## src/hamming_encode_check_unit_defines.svh

```systemverilog
// Assertion macros used by the top-level unit to check this block.
`ifndef HAMMING_ENCODE_CHECK_UNIT_DEFINES_SVH
`define HAMMING_ENCODE_CHECK_UNIT_DEFINES_SVH

// Check that a condition implies another in the same cycle.
`define HEC_ASSERT_IMP(label, ante, cons, msg) \
    label: assert property (@(posedge clk) disable iff (!rst_n) (ante) |-> (cons)) \
        else $error(msg);

// Check that a condition implies another in the next cycle.
`define HEC_ASSERT_NXT(label, ante, cons, msg) \
    label: assert property (@(posedge clk) disable iff (!rst_n) (ante) |=> (cons)) \
        else $error(msg);

`endif

```

## src/hec_pkg.sv

```systemverilog
package hec_pkg;

    // Field widths
    localparam int DATA_W = 57;
    localparam int CODE_W = 63;
    localparam int SYN_W  = 6;
    localparam int CFG_W  = 6;

    // Register reset and default limits
    localparam int DATA_BITS_RESET       = 4;
    localparam int MAX_CODE_BITS_DEFAULT = 63;

    typedef struct packed {
        logic              mode;
        logic [DATA_W-1:0] data_word;
        logic [CODE_W-1:0] code_word;
    } hec_req_t;

    typedef struct packed {
        logic [CODE_W-1:0] code_out;
        logic [SYN_W-1:0]  syndrome;
        logic              error_found;
        logic              position_out_of_range;
    } hec_rsp_t;

    // Decoded configuration seen by the coder
    typedef struct packed {
        logic [SYN_W-1:0]  n;
        logic [CODE_W-1:0] mask;
    } hec_cfg_t;

    // Least p with 2^p >= d + p + 1
    function automatic logic [3:0] parity_count(input logic [CFG_W:0] d);
        int pc;
        pc = 0;
        for (int k = 0; k < 8; k++) begin
            if ((1 << pc) < int'(d) + pc + 1) begin
                pc = pc + 1;
            end
        end
        return 4'(pc);
    endfunction

    // Largest data count whose codeword fits in maxcode bits
    function automatic int max_data(input int maxcode);
        int d;
        d = 1;
        for (int k = 1; k < 64; k++) begin
            if (k + int'(parity_count(7'(k))) <= maxcode) begin
                d = k;
            end
        end
        return d;
    endfunction

    // Ones in the low n bit places
    function automatic logic [CODE_W-1:0] code_mask(input logic [SYN_W-1:0] n);
        logic [CODE_W-1:0] m;
        m = '0;
        for (int j = 0; j < CODE_W; j++) begin
            m[j] = (j < int'(n));
        end
        return m;
    endfunction

    function automatic bit is_pow2(input int pos);
        return (pos & (pos - 1)) == 0;
    endfunction

    // Data bit carried by a non-power-of-two position
    function automatic int data_index(input int pos);
        int lg;
        lg = 0;
        for (int k = 0; k < 8; k++) begin
            if ((pos >> (k + 1)) != 0) begin
                lg = k + 1;
            end
        end
        return pos - 2 - lg;
    endfunction

    // Positions whose index has bit b set
    function automatic logic [CODE_W-1:0] pos_bits(input int b);
        logic [CODE_W-1:0] m;
        m = '0;
        for (int j = 0; j < CODE_W; j++) begin
            m[j] = (((j + 1) >> b) & 1) != 0;
        end
        return m;
    endfunction

endpackage

```

## src/hec_cfg.sv

```systemverilog
module hec_cfg #(
    parameter int MAX_CODE_BITS = hec_pkg::MAX_CODE_BITS_DEFAULT
) (
    input  logic                      clk,
    input  logic                      rst_n,
    input  logic                      cfg_valid,
    output logic                      cfg_ready,
    input  logic [hec_pkg::CFG_W-1:0] cfg_data,
    output hec_pkg::hec_cfg_t         cfg
);
    import hec_pkg::*;

    localparam int              DMAX    = max_data(MAX_CODE_BITS);
    localparam int              RST_D   = (DATA_BITS_RESET > DMAX) ? DMAX : DATA_BITS_RESET;
    localparam logic [SYN_W-1:0] RST_N  = SYN_W'(RST_D + int'(parity_count(7'(RST_D))));

    logic [CFG_W-1:0] d_eff;
    logic [3:0]       p_cnt;
    hec_cfg_t         cfg_reg;
    hec_cfg_t         cfg_next;

    // Clamp the data count to the supported range
    always_comb
    begin
        d_eff = cfg_data;
        if (cfg_data == '0) begin
            d_eff = CFG_W'(1);
        end else if (cfg_data > CFG_W'(DMAX)) begin
            d_eff = CFG_W'(DMAX);
        end
    end

    // Derive codeword length and mask
    always_comb
    begin
        p_cnt         = parity_count({1'b0, d_eff});
        cfg_next.n    = d_eff + {2'b00, p_cnt};
        cfg_next.mask = code_mask(cfg_next.n);
    end

    // Hold decoded settings, load on write
    always_ff @(posedge clk or negedge rst_n)
    begin
        if (!rst_n) begin
            cfg_reg.n    <= RST_N;
            cfg_reg.mask <= code_mask(RST_N);
        end else if (cfg_valid && cfg_ready) begin
            cfg_reg <= cfg_next;
        end
    end

    assign cfg_ready = 1'b1;
    assign cfg       = cfg_reg;

endmodule

```

## src/hec_coder.sv

```systemverilog
module hec_coder (
    input  hec_pkg::hec_req_t req,
    input  hec_pkg::hec_cfg_t cfg,
    output hec_pkg::hec_rsp_t rsp
);
    import hec_pkg::*;

    logic [CODE_W-1:0] placed;
    logic [CODE_W-1:0] masked;
    logic [CODE_W-1:0] par_vec;
    logic [CODE_W-1:0] flip_vec;
    logic [SYN_W-1:0]  syn;
    logic              err;
    logic              oor;

    // Spread data bits over the non-power-of-two positions
    for (genvar j = 0; j < CODE_W; j++) begin : g_place
        if (is_pow2(j + 1)) begin : g_par
            assign placed[j] = 1'b0;
        end else begin : g_dat
            assign placed[j] = req.data_word[data_index(j + 1)];
        end
    end

    // Select the check word or the placed data and drop bits beyond the codeword
    assign masked = (req.mode ? req.code_word : placed) & cfg.mask;

    // XOR of the positions of all set bits
    for (genvar b = 0; b < SYN_W; b++) begin : g_syn
        assign syn[b] = ^(masked & pos_bits(b));
    end

    // Place parity bits at the power-of-two positions
    always_comb
    begin
        par_vec = '0;
        for (int i = 0; i < SYN_W; i++) begin
            par_vec[(1 << i) - 1] = syn[i];
        end
    end

    // Decode the flip position
    for (genvar j = 0; j < CODE_W; j++) begin : g_flip
        assign flip_vec[j] = (syn == SYN_W'(j + 1));
    end

    assign err = (syn != '0);
    assign oor = (syn > cfg.n);

    // Assemble the result
    always_comb
    begin
        if (req.mode) begin
            rsp.code_out              = (err && !oor) ? (masked ^ flip_vec) : masked;
            rsp.syndrome              = syn;
            rsp.error_found           = err;
            rsp.position_out_of_range = oor;
        end else begin
            rsp.code_out              = (masked | par_vec) & cfg.mask;
            rsp.syndrome              = '0;
            rsp.error_found           = 1'b0;
            rsp.position_out_of_range = 1'b0;
        end
    end

endmodule

```

## src/hamming_encode_check_unit.sv

```systemverilog
// Hamming single-error-correcting encoder and checker.
// Path: input register, one XOR-tree coder pass, then result register.
// Throughput: 1 item per cycle while rsp_stall is low; a stalled result holds the items back.
// Reset: asynchronous active low; clears both valid flags and sets the data count to 4.
`include "hamming_encode_check_unit_defines.svh"

module hamming_encode_check_unit #(
    parameter int MAX_CODE_BITS = hec_pkg::MAX_CODE_BITS_DEFAULT
) (
    input  logic                      clk,
    input  logic                      rst_n,
    input  logic                      cfg_valid,
    output logic                      cfg_ready,
    input  logic [hec_pkg::CFG_W-1:0] cfg_data,
    input  logic                      req_valid,
    output logic                      req_stall,
    input  hec_pkg::hec_req_t         req,
    output logic                      rsp_valid,
    input  logic                      rsp_stall,
    output hec_pkg::hec_rsp_t         rsp
);
    import hec_pkg::*;

    hec_cfg_t cfg;
    hec_req_t s1_reg;
    logic     s1_valid_reg;
    logic     s1_valid_next;
    hec_rsp_t out_reg;
    logic     out_valid_reg;
    logic     out_valid_next;
    hec_rsp_t coder_rsp;
    logic     out_move;
    logic     in_take;

    hec_cfg #(
        .MAX_CODE_BITS (MAX_CODE_BITS)
    ) u_cfg (
        .clk       (clk),
        .rst_n     (rst_n),
        .cfg_valid (cfg_valid),
        .cfg_ready (cfg_ready),
        .cfg_data  (cfg_data),
        .cfg       (cfg)
    );

    hec_coder u_coder (
        .req (s1_reg),
        .cfg (cfg),
        .rsp (coder_rsp)
    );

    // Advance when the result register is free or being taken
    assign out_move  = !out_valid_reg || !rsp_stall;
    assign req_stall = s1_valid_reg && !out_move;
    assign in_take   = req_valid && !req_stall;

    always_comb
    begin
        s1_valid_next = s1_valid_reg;
        if (in_take) begin
            s1_valid_next = 1'b1;
        end else if (out_move) begin
            s1_valid_next = 1'b0;
        end
        out_valid_next = out_move ? s1_valid_reg : out_valid_reg;
    end

    // Hold valid flags
    always_ff @(posedge clk or negedge rst_n)
    begin
        if (!rst_n) begin
            s1_valid_reg  <= 1'b0;
            out_valid_reg <= 1'b0;
        end else begin
            s1_valid_reg  <= s1_valid_next;
            out_valid_reg <= out_valid_next;
        end
    end

    // Capture input item and result
    always_ff @(posedge clk)
    begin
        if (in_take) begin
            s1_reg <= req;
        end
        if (out_move && s1_valid_reg) begin
            out_reg <= coder_rsp;
        end
    end

    assign rsp_valid = out_valid_reg;
    assign rsp       = out_reg;

    `HEC_ASSERT_IMP(a_oor_err, rsp_valid && rsp.position_out_of_range, rsp.error_found, "out of range without error")
    `HEC_ASSERT_IMP(a_err_syn, rsp_valid && rsp.error_found, rsp.syndrome != '0, "error with zero syndrome")
    `HEC_ASSERT_IMP(a_mask, rsp_valid, (rsp.code_out & ~cfg.mask) == '0, "codeword bits beyond length")
    `HEC_ASSERT_NXT(a_hold, s1_valid_reg && out_valid_reg && rsp_stall, s1_valid_reg && out_valid_reg, "item lost under stall")

endmodule

```

## config.mk

```make
export PLATFORM = sky130hd
export DESIGN_NAME = hamming_encode_check_unit
export DESIGN_NICKNAME = d
export VERILOG_FILES = /design/src/hec_pkg.sv /design/src/hec_cfg.sv /design/src/hec_coder.sv /design/src/hamming_encode_check_unit.sv
export VERILOG_INCLUDE_DIRS = /design/src /design/src/src
export SDC_FILE = /design/constraint.sdc
export NUM_CORES = 1
export LEC_CHECK = 0
export BUFFER_PORTS_ARGS = -buffer_cell sky130_fd_sc_hd__buf_2
export CELL_PAD_IN_SITES_DETAIL_PLACEMENT = 2
export CELL_PAD_IN_SITES_GLOBAL_PLACEMENT = 2
export CORE_ASPECT_RATIO = 0.5
export CORE_UTILIZATION = 35
export DETAILED_ROUTE_END_ITERATION = 6
export GPL_TIMING_DRIVEN = 0
export PLACE_DENSITY = 0.88
export SKIP_CTS_REPAIR_TIMING = 1
export SYNTH_ARGS = -nofsm -noshare
export SYNTH_HDL_FRONTEND = slang
export SYNTH_HIERARCHICAL = 1
export SYNTH_SLANG_ARGS = --single-unit
```

## constraint.sdc

```tcl
create_clock -name clk -period 5.8 [get_ports clk]
set_clock_uncertainty 0.1 [all_clocks]
set_input_delay 0.29 -clock clk [delete_from_list [all_inputs] [get_ports clk]]
set_output_delay 0.29 -clock clk [all_outputs]
set_load 0.01 [all_outputs]
```

==> results of run 1 <==
[through the flow]
stage	cell area [sq um]	setup WS (ps)	std cells
after floorplan	16910	-12540	1467
after global placement	18700	-15830	2294
after detailed placement	18810	-17140	2298
after CTS	19700	-17050	2348
after global routing	24900	-15930	2694
final	24900	-15830	2696
[worst register-to-register path: stages (launching register included)]
cell	delay, ps
edfxtp_1	380
buf_6	160
buf_12	160
buf_12	160
mux2_4	350
nand2_4	150
xnor2_1	140
xnor2_1	520
xnor2_2	230
xnor2_2	300
buf_4	210
xor2_4	300
inv_1	220
ha_1	470
nand3_1	220
nor3_1	360
nor3_2	120
mux2_4	320
or3_1	320
buf_4	200
buf_6	190
nor2_1	230
xnor2_1	330
[cell type report]
type	count	area, sq um
Tap cell	627	784.5
Multi-Input combinational cell	1088	10660
Sequential cell	262	7530
Clock buffer	43	818.3
Timing Repair Buffer	552	4325
Fill cell	4404	20650
Clock inverter	7	70.07
Antenna cell	2	5.005
Buffer	46	424.2
Inverter	69	291.5
[cell families (layout without fill, tap and decap cells)]
kind of cell / count (synthesis) / count (layout) / share of synthesized area [%]
AND/OR/NAND/NOR: 456 / 456 / 13.70
adder cells (fa/ha/maj): 102 / 102 / 8.159
XOR/XNOR: 192 / 192 / 11.37
multiplexers: 80 / 80 / 5.793
flip-flops: 262 / 262 / 46.24
other: 2 / 8 / 0.04611
AO/OA/AOI/OAI: 252 / 252 / 11.50
buffers and inverters: 117 / 717 / 3.196
[worst paths after layout]
path,start,end,depth (start not counted)
max,cfg_data[4],u_cfg/cfg[22],102
min,rst_n,u_cfg/cfg[67],3
max reg2reg,s1_reg[120],rsp[33],22
min reg2reg,u_cfg/cfg[6],u_cfg/cfg[6],1
max in group asynchronous,rst_n,rsp_valid,3
min in group clk,req[29],s1_reg[29],2
[per-layer routing]
metal,vias to the layer above,part of all wire (%)
met5,-,0.080
met4,14,7.4
met3,605,12
met2,1645,42
met1,8936,38
li1,6428,-
[cells in the final DEF, fill, tap and decap left out, types with 18 or more instances in the layout]
cell type	n
ha_4	18
nand3_1	19
nor2_4	20
buf_12	21
mux2_2	40
buf_6	35
clkbuf_16	32
buf_2	198
nor2_1	108
nor3_1	22
xnor2_2	20
nand2_2	32
clkbuf_1	29
dlygate4sd3_1	126
a21oi_2	27
nand2_1	74
xnor2_1	122
edfxtp_1	192
dfrtp_1	60
ha_1	73
mux2_4	22
inv_1	45
o21ai_2	18
xor2_1	18
buf_4	184
==> flow_metrics.py, run 1 <==
metrics = {
    "min_path": {
        "hold_path.class": "input pin to async pin",
    },
    "routing": {
        "drt_iter0_markers": 2427,
        "drtAntennaViolNets": 0,
        "vias": 17630,
        "drcViolationCount": 15,
        "drt_wl_total_um": 112700,
        "wl_per_cell_um": 41.79,
        "via_per_inst": 6.539,
        "first_pass_iters": 7,
    },
    "synth": {
        "yosys.area.top_type": "edfxtp_1",
        "yosys.cell_types.count": 102,
        "syn_area_sq_mm": 0.01629,
        "synthTopCellsByCount": "edfxtp_1 (192), xnor2_1 (143), nor2_1 (136), nand2_1 (111), ha_1 (95)",
        "yosysWarnings": 6,
        "ys_async_sr_fraction_pct": 26.72,
        "yosysMostFrequentCell": "edfxtp_1",
        "synth_ff_type": "edfxtp_1",
        "synth_top_cell_area_share_pct": 35.40,
        "synth.avg_cell_area_sq_um": 11.13,
        "yosys-top-cells-area": "edfxtp_1 (35%), dfrtp_1 (9.2%), xnor2_1 (7.7%)",
        "synth_cells": 1463,
        "synth_edf_count": 192,
        "synth-seq-area-share_pct": 46.24,
        "ys_seq_elements": 262,
    },
    "global_route": {
        "grt.total_usage_pct": 29.45,
        "grt_use_met3_pct": 4.837,
        "grt_max_degree": 74,
        "first_global_vias": 15190,
        "antenna_found_initial": 10,
        "met1_usage_pct": 34.80,
        "grt_overflow": 0,
        "grt.busiest_layer": "met2",
        "grt_pass1_wl_um": 104000,
        "met2_usage_pct": 52.13,
    },
    "worst_setup_path": {
        "cp_top_family": "compound AO/OA/AOI/OAI gates",
        "critPathMaxFanout": 8,
        "crit_buf_inv": 19,
        "rrSetupSlack_ps": -660,
        "required_ps": 6210,
        "critical-path-slowest-cell": "or4_4",
        "end_kind": "flip-flop",
        "critPathKind": "input pin to flip-flop",
        "startpoint_type": "input pin",
        "cp.arrival_ps": 22040,
        "cp_common_cell": "ha_1",
        "slowest_delay_ps": 580,
    },
    "floorplanning": {
        "io_pins": 206,
        "die_w_um": 307.1,
        "die-area_sq_mm": 0.04745,
        "start_util_pct": 35.75,
        "core_area_sq_mm": 0.04556,
        "fp-row-count": 55,
        "die_y_um": 154.5,
    },
    "place": {
        "io_buffers": 200,
        "dpl.hpwl_um": 49300,
        "routabilityCongestion": 0.8767,
    },
    "timing": {
        "final-max-slew-violation-count": 0,
        "hold_viol_final": 0,
        "setup_viol": 125,
        "max_freq_mhz": 46.24,
        "setup_slack_ps": -15830,
        "fin_hold_ws_ps": 219.7,
        "setup_tns_ps": -1075600,
        "final.min_clock_period_ps": 21630,
        "slew_headroom_pct": 1.570,
        "fin_crit_sh_pct": 372.9,
        "rsz0062_at_grt": "true",
        "tightest_slew_ps": 1476,
    },
    "clock_tree": {
        "cts_buffer_depth": 3,
        "numCtsBuffers": 27,
        "clock-root-buffer": "clkbuf_16",
        "htreeDepth": 1,
        "cts.sinks": 262,
        "path_clk_slew_ps": 90,
        "tritoncts": "built",
        "clk-insertion-delay-late_ps": 650,
    },
    "final_layout": {
        "final_util_pct": 54.67,
        "largest_reg_flops": 121,
        "area_growth_syn_to_layout_pct": 52.92,
        "drive_above_1_share_pct": 45.38,
        "finalNetCount": 2280,
    },
    "status": {
        "outcome": "finished, violations left",
        "violations": "DRC, setup timing",
    },
    "job": {
        "maxCapViolations": 0,
    },
}
Power of run 1 is left out: the tool's default activity adds up to more than one toggle a clock period on the data nets, which glitch-free logic cannot reach.
==> run 2, diff against run 1 <==
- PLACE_DENSITY: 0.88 -> not set
- PLACE_DENSITY_LB_ADDON: not set -> 0.1
==> run 2 against run 1 <==
  * The flow finishes with violations (setup timing)
  * Sequential cell count did not move
  * Critical path depth up 2
  * Register-to-register slack better by 510 ps
  * Critical endpoint is now u_cfg/cfg[37]
  * Global-route usage is 6.1 points lower
  * Final cell count shrank 2.9%
  * Non-clock buffer count down 76
  * Routed wire length is 39% lower
==> flow_metrics.py, run 2 (same netlist as run 1, synthesis figures left out) <==
metrics = {
    "status": {
        "outcome": "finished, violations left",
        "violations": "setup timing",
    },
    "floorplanning": {
        "die-area_sq_mm": 0.04745,
        "die_y_um": 154.5,
        "die_w_um": 307.1,
        "start_util_pct": 35.75,
        "fp-row-count": 55,
        "core_area_sq_mm": 0.04556,
        "io_pins": 206,
    },
    "clock_tree": {
        "path_clk_slew_ps": 70,
        "numCtsBuffers": 27,
        "cts_buffer_depth": 3,
        "clock-root-buffer": "clkbuf_16",
        "clk-insertion-delay-late_ps": 580,
        "tritoncts": "built",
        "htreeDepth": 1,
        "cts.sinks": 262,
    },
    "timing": {
        "max_freq_mhz": 51.17,
        "setup_slack_ps": -13740,
        "hold_viol_final": 0,
        "slew_headroom_pct": 19.27,
        "setup_viol": 72,
        "tightest_slew_ps": 1211,
        "final-max-slew-violation-count": 0,
        "final.min_clock_period_ps": 19540,
        "rsz0062_at_grt": "true",
        "fin_crit_sh_pct": 337.0,
    },
    "global_route": {
        "grt.total_usage_pct": 23.38,
        "first_global_vias": 13830,
        "antenna_found_initial": 0,
        "grt_overflow": 0,
        "grt_pass1_wl_um": 84410,
        "grt_max_degree": 74,
    },
    "worst_setup_path": {
        "required_ps": 6140,
        "crit_buf_inv": 16,
        "critPathKind": "input pin to flip-flop",
        "critPathMaxFanout": 6,
        "end_kind": "flip-flop",
        "cp_top_family": "compound AO/OA/AOI/OAI gates",
        "cp.arrival_ps": 19890,
        "slowest_delay_ps": 550,
        "cp_common_cell": "ha_4",
        "critical-path-slowest-cell": "or4_4",
        "startpoint_type": "input pin",
    },
    "routing": {
        "drcViolationCount": 0,
        "wl_per_cell_um": 26.42,
        "first_pass_iters": 5,
        "vias": 14010,
        "drt_iter0_markers": 862,
        "via_per_inst": 5.350,
        "drt_wl_total_um": 69160,
        "drtAntennaViolNets": 0,
    },
    "final_layout": {
        "instances_no_fill": 2618,
        "finalNetCount": 2204,
        "insertedDiodeCount": 0,
        "drive_above_1_share_pct": 39.18,
        "layout_commonest_cell": "buf_2",
        "area_growth_syn_to_layout_pct": 44.37,
        "layout_common_cells": "buf_2 (198), edfxtp_1 (192), buf_4 (131)",
        "largest_reg_flops": 121,
    },
    "min_path": {
        "hold_path.class": "input pin to flip-flop",
    },
    "place": {
        "io_buffers": 200,
        "dp_cells": 2298,
        "routabilityCongestion": 0.8697,
        "dpl.hpwl_um": 44060,
    },
    "job": {
        "maxCapViolations": 0,
    },
}
run 2: final timing paths:
check	slack [ps]	cells past startpoint	to	start
max	-13740	104	u_cfg/cfg[37]	cfg_data[4]
min	210	5	u_cfg/cfg[67]	cfg_data[4]
max reg2reg	-150	21	rsp[23]	s1_reg[120]
min reg2reg	390	1	u_cfg/cfg[41]	u_cfg/cfg[41]
max in group asynchronous	4870	3	s1_valid_reg	rst_n
min in group asynchronous	220	3	u_cfg/cfg[8]	rst_n
run 2: final cells by class:
type | count | area, sq um
plain buffers | 47 | 460.4
clock buffers | 40 | 734.5
clock inverters | 10 | 133.9
fillers | 4489 | 22040
inverters | 69 | 287.8
multi-input cells | 1088 | 9990
flip-flops and latches | 262 | 7530
well taps | 627 | 784.5
repair buffers | 475 | 3591
run 2: routing by layer:
metal  global-route usage [%]  wire length [um]  vias to the layer above
li1                         -                 -                     6273
met5                        0                 0                        -
met3                    2.398              2583                       84
met2                    42.79             36730                      319
met1                    30.43             28460                     7331
met4                    3.293              1389                        0
run 2: tightest hold or removal path, stage by stage:
cell	delay, ps
clkbuf_16	120
buf_4	120
xor2_4	100
nand2_2	110
o21ai_1	90
run 2: metrics by stage:
stage                     worst slack [ps]  hold slack [ps]  setup TNS, ps  area (sq um)  util (%)
after global routing                -14390            210.1        -966260         23510     51.61
after global placement              -16070            353.6       -1103160         18700     41.04
after floorplan                     -12540           -105.6        -842240         16910         -
after CTS                           -16500           -598.4       -1137210         19680     43.19
after detailed placement            -17000            5.671       -1169710         18810     41.28
final                               -13740            213.4        -918400         23510     51.61
Power of run 2 is left out for the same reason.
==> run 3, diff against run 2 <==
- CELL_PAD_IN_SITES_DETAIL_PLACEMENT: 2 -> 1
- CELL_PAD_IN_SITES_GLOBAL_PLACEMENT: 2 -> 1
- CORE_UTILIZATION: 35 -> 42
==> run 3 against run 2 <==
  * The run still ends with setup timing left
  * Global-route usage rose by 2.5 points
  * Non-clock buffer count rose by 8
  * Hold slack got worse by 17 ps
  * Critical path depth fell by 2
  * Final area fell by 1.7%
  * Utilization rose by 9.6 points
  * Routed wire length fell by 15%
  * Register-to-register slack improved by 240 ps
  * Die area fell by 17%
  * Sequential cell count did not move
  * Maximum frequency rose by 3.1%
  * First-iteration DRC count fell by 4.5%
==> flow_metrics.py, run 3 (same netlist as run 1, synthesis figures left out) <==
metrics = {
    "routing": {
        "drt_wl_total_um": 58500,
        "via_per_inst": 5.421,
        "wl_per_cell_um": 23.24,
        "vias": 13640,
        "first_pass_iters": 7,
        "drcViolationCount": 0,
        "drt_iter0_markers": 823,
        "drtAntennaViolNets": 0,
    },
    "final_layout": {
        "finalNetCount": 2211,
        "final_util_pct": 61.16,
        "layout_common_cells": "buf_2 (198), edfxtp_1 (192), buf_4 (146)",
        "drive_above_1_share_pct": 39.00,
        "layout_commonest_cell": "buf_2",
        "largest_reg_flops": 121,
        "area_growth_syn_to_layout_pct": 41.91,
        "fillers": 3950,
    },
    "global_route": {
        "grt_pass1_wl_um": 78220,
        "antenna_found_initial": 1,
        "grt_max_degree": 72,
        "first_global_vias": 13280,
        "grt.total_usage_pct": 25.89,
        "grt_overflow": 0,
    },
    "min_path": {
        "worst_hold_path.endpoint": "u_cfg/cfg[39]",
        "hp-start": "cfg_valid",
        "hold_path_depth": 2,
        "hold_path.class": "input pin to flip-flop",
    },
    "floorplanning": {
        "fp-row-count": 50,
        "io_pins": 206,
        "die_y_um": 141.2,
        "die_w_um": 280.5,
        "core_area_sq_mm": 0.03779,
        "start_util_pct": 43.10,
        "die-area_sq_mm": 0.03962,
    },
    "timing": {
        "final-max-slew-violation-count": 0,
        "fin_crit_sh_pct": 326.8,
        "slew_headroom_pct": 35.91,
        "fin_hold_ws_ps": 196.2,
        "final.min_clock_period_ps": 18960,
        "tightest_slew_ps": 961.3,
        "max_freq_mhz": 52.76,
        "hold_viol_final": 0,
        "setup_viol": 68,
        "setup_slack_ps": -13160,
        "rsz0062_at_grt": "true",
    },
    "place": {
        "pre_cts_ws_ps": -16330,
        "dpl.hpwl_um": 40290,
        "routabilityCongestion": 0.9136,
        "io_buffers": 200,
    },
    "worst_setup_path": {
        "required_ps": 6180,
        "critical-path-slowest-cell": "or4_4",
        "timing.rr.end": "rsp[23]",
        "crit_cells": 102,
        "crit_buf_inv": 15,
        "rrSetupSlack_ps": 90,
        "slowest_delay_ps": 560,
        "critPathKind": "input pin to flip-flop",
        "critPathMaxFanout": 9,
        "end_kind": "flip-flop",
        "cp_common_cell": "ha_4",
        "cp.arrival_ps": 19340,
        "cp_top_family": "compound AO/OA/AOI/OAI gates",
        "startpoint_type": "input pin",
        "ff2ff_path_depth": 23,
        "r2r_start": "s1_reg[120]",
    },
    "status": {
        "outcome": "finished, violations left",
        "violations": "setup timing",
    },
    "clock_tree": {
        "htreeDepth": 1,
        "numCtsBuffers": 26,
        "clock-root-buffer": "clkbuf_16",
        "cts_buffer_depth": 3,
        "clk-insertion-delay-late_ps": 560,
        "tritoncts": "built",
        "path_clk_slew_ps": 60,
        "cts.sinks": 262,
    },
    "job": {
        "maxCapViolations": 0,
    },
}
## run 3: cell count changes in the layout (fill, tap and decap cells not counted), sizes merged
cell,delta
dlygate4sd3,-1
clkinv,+1
clkinvlp,+1
inv,-2
bufinv,-3
clkbuf,-1
buf,+9
diode,+2
## run 3: cell type report
cell class | count | area, sq um | area share [%]
Inverter | 69 | 286.5 | 1.240
Sequential cell | 262 | 7530 | 32.58
Antenna cell | 2 | 5.005 | 0.02166
Tap cell | 520 | 650.6 | 2.815
Clock buffer | 39 | 703.2 | 3.043
Buffer | 47 | 435.4 | 1.884
Timing Repair Buffer | 483 | 3596 | 15.56
Multi-Input combinational cell | 1088 | 9861 | 42.67
Clock inverter | 7 | 43.79 | 0.1895
## run 3: how the worst max path moves through the flow
stage	start	endpoint	slack, ps
detailed placement	cfg_data[4]	u_cfg/cfg[52]	-16330
floorplan	cfg_data[2]	u_cfg/cfg[41]	-12540
global placement	cfg_data[4]	u_cfg/cfg[54]	-15770
global route	cfg_data[2]	u_cfg/cfg[5]	-14020
finish	cfg_data[2]	u_cfg/cfg[5]	-13160
CTS	cfg_data[4]	u_cfg/cfg[52]	-15820
## run 3: metal layers
metal  vias to the layer above  wire length [um]  GRT usage, %
li1                       6283                 -             -
met1                      6960             24680         34.97
met2                       332             29930         44.55
met3                        69              2738         3.431
met4                         0              1152         5.292
met5                         -                 0             0
## run 3: per-stage QoR
| step | cells | TNS [ps] | instance area [sq um] |
|---|---|---|---|
| final | 2517 | -878510 | 23110 |
| after global placement | 2187 | -1073250 | 18560 |
| after CTS | 2236 | -1087930 | 19390 |
| after detailed placement | 2190 | -1122220 | 18650 |
| after global routing | 2515 | -940320 | 23110 |
| after floorplan | 1467 | -842240 | 16910 |
## run 3: worst register-to-register path, cell delays in order (launching register included)
cell,delay (ps)
edfxtp_1,340
buf_6,150
buf_8,170
buf_12,170
buf_12,160
mux2_2,410
nand2_4,120
xnor2_2,100
xnor2_2,160
xnor2_2,290
xnor2_4,160
xnor2_2,250
ha_4,270
ha_1,300
nand2_1,120
o21bai_1,120
or2_2,300
a211oi_2,250
nor3_1,110
mux2_4,300
or3_1,310
buf_4,200
o2111a_1,260
a311o_1,320
Power of run 3 is left out for the same reason.
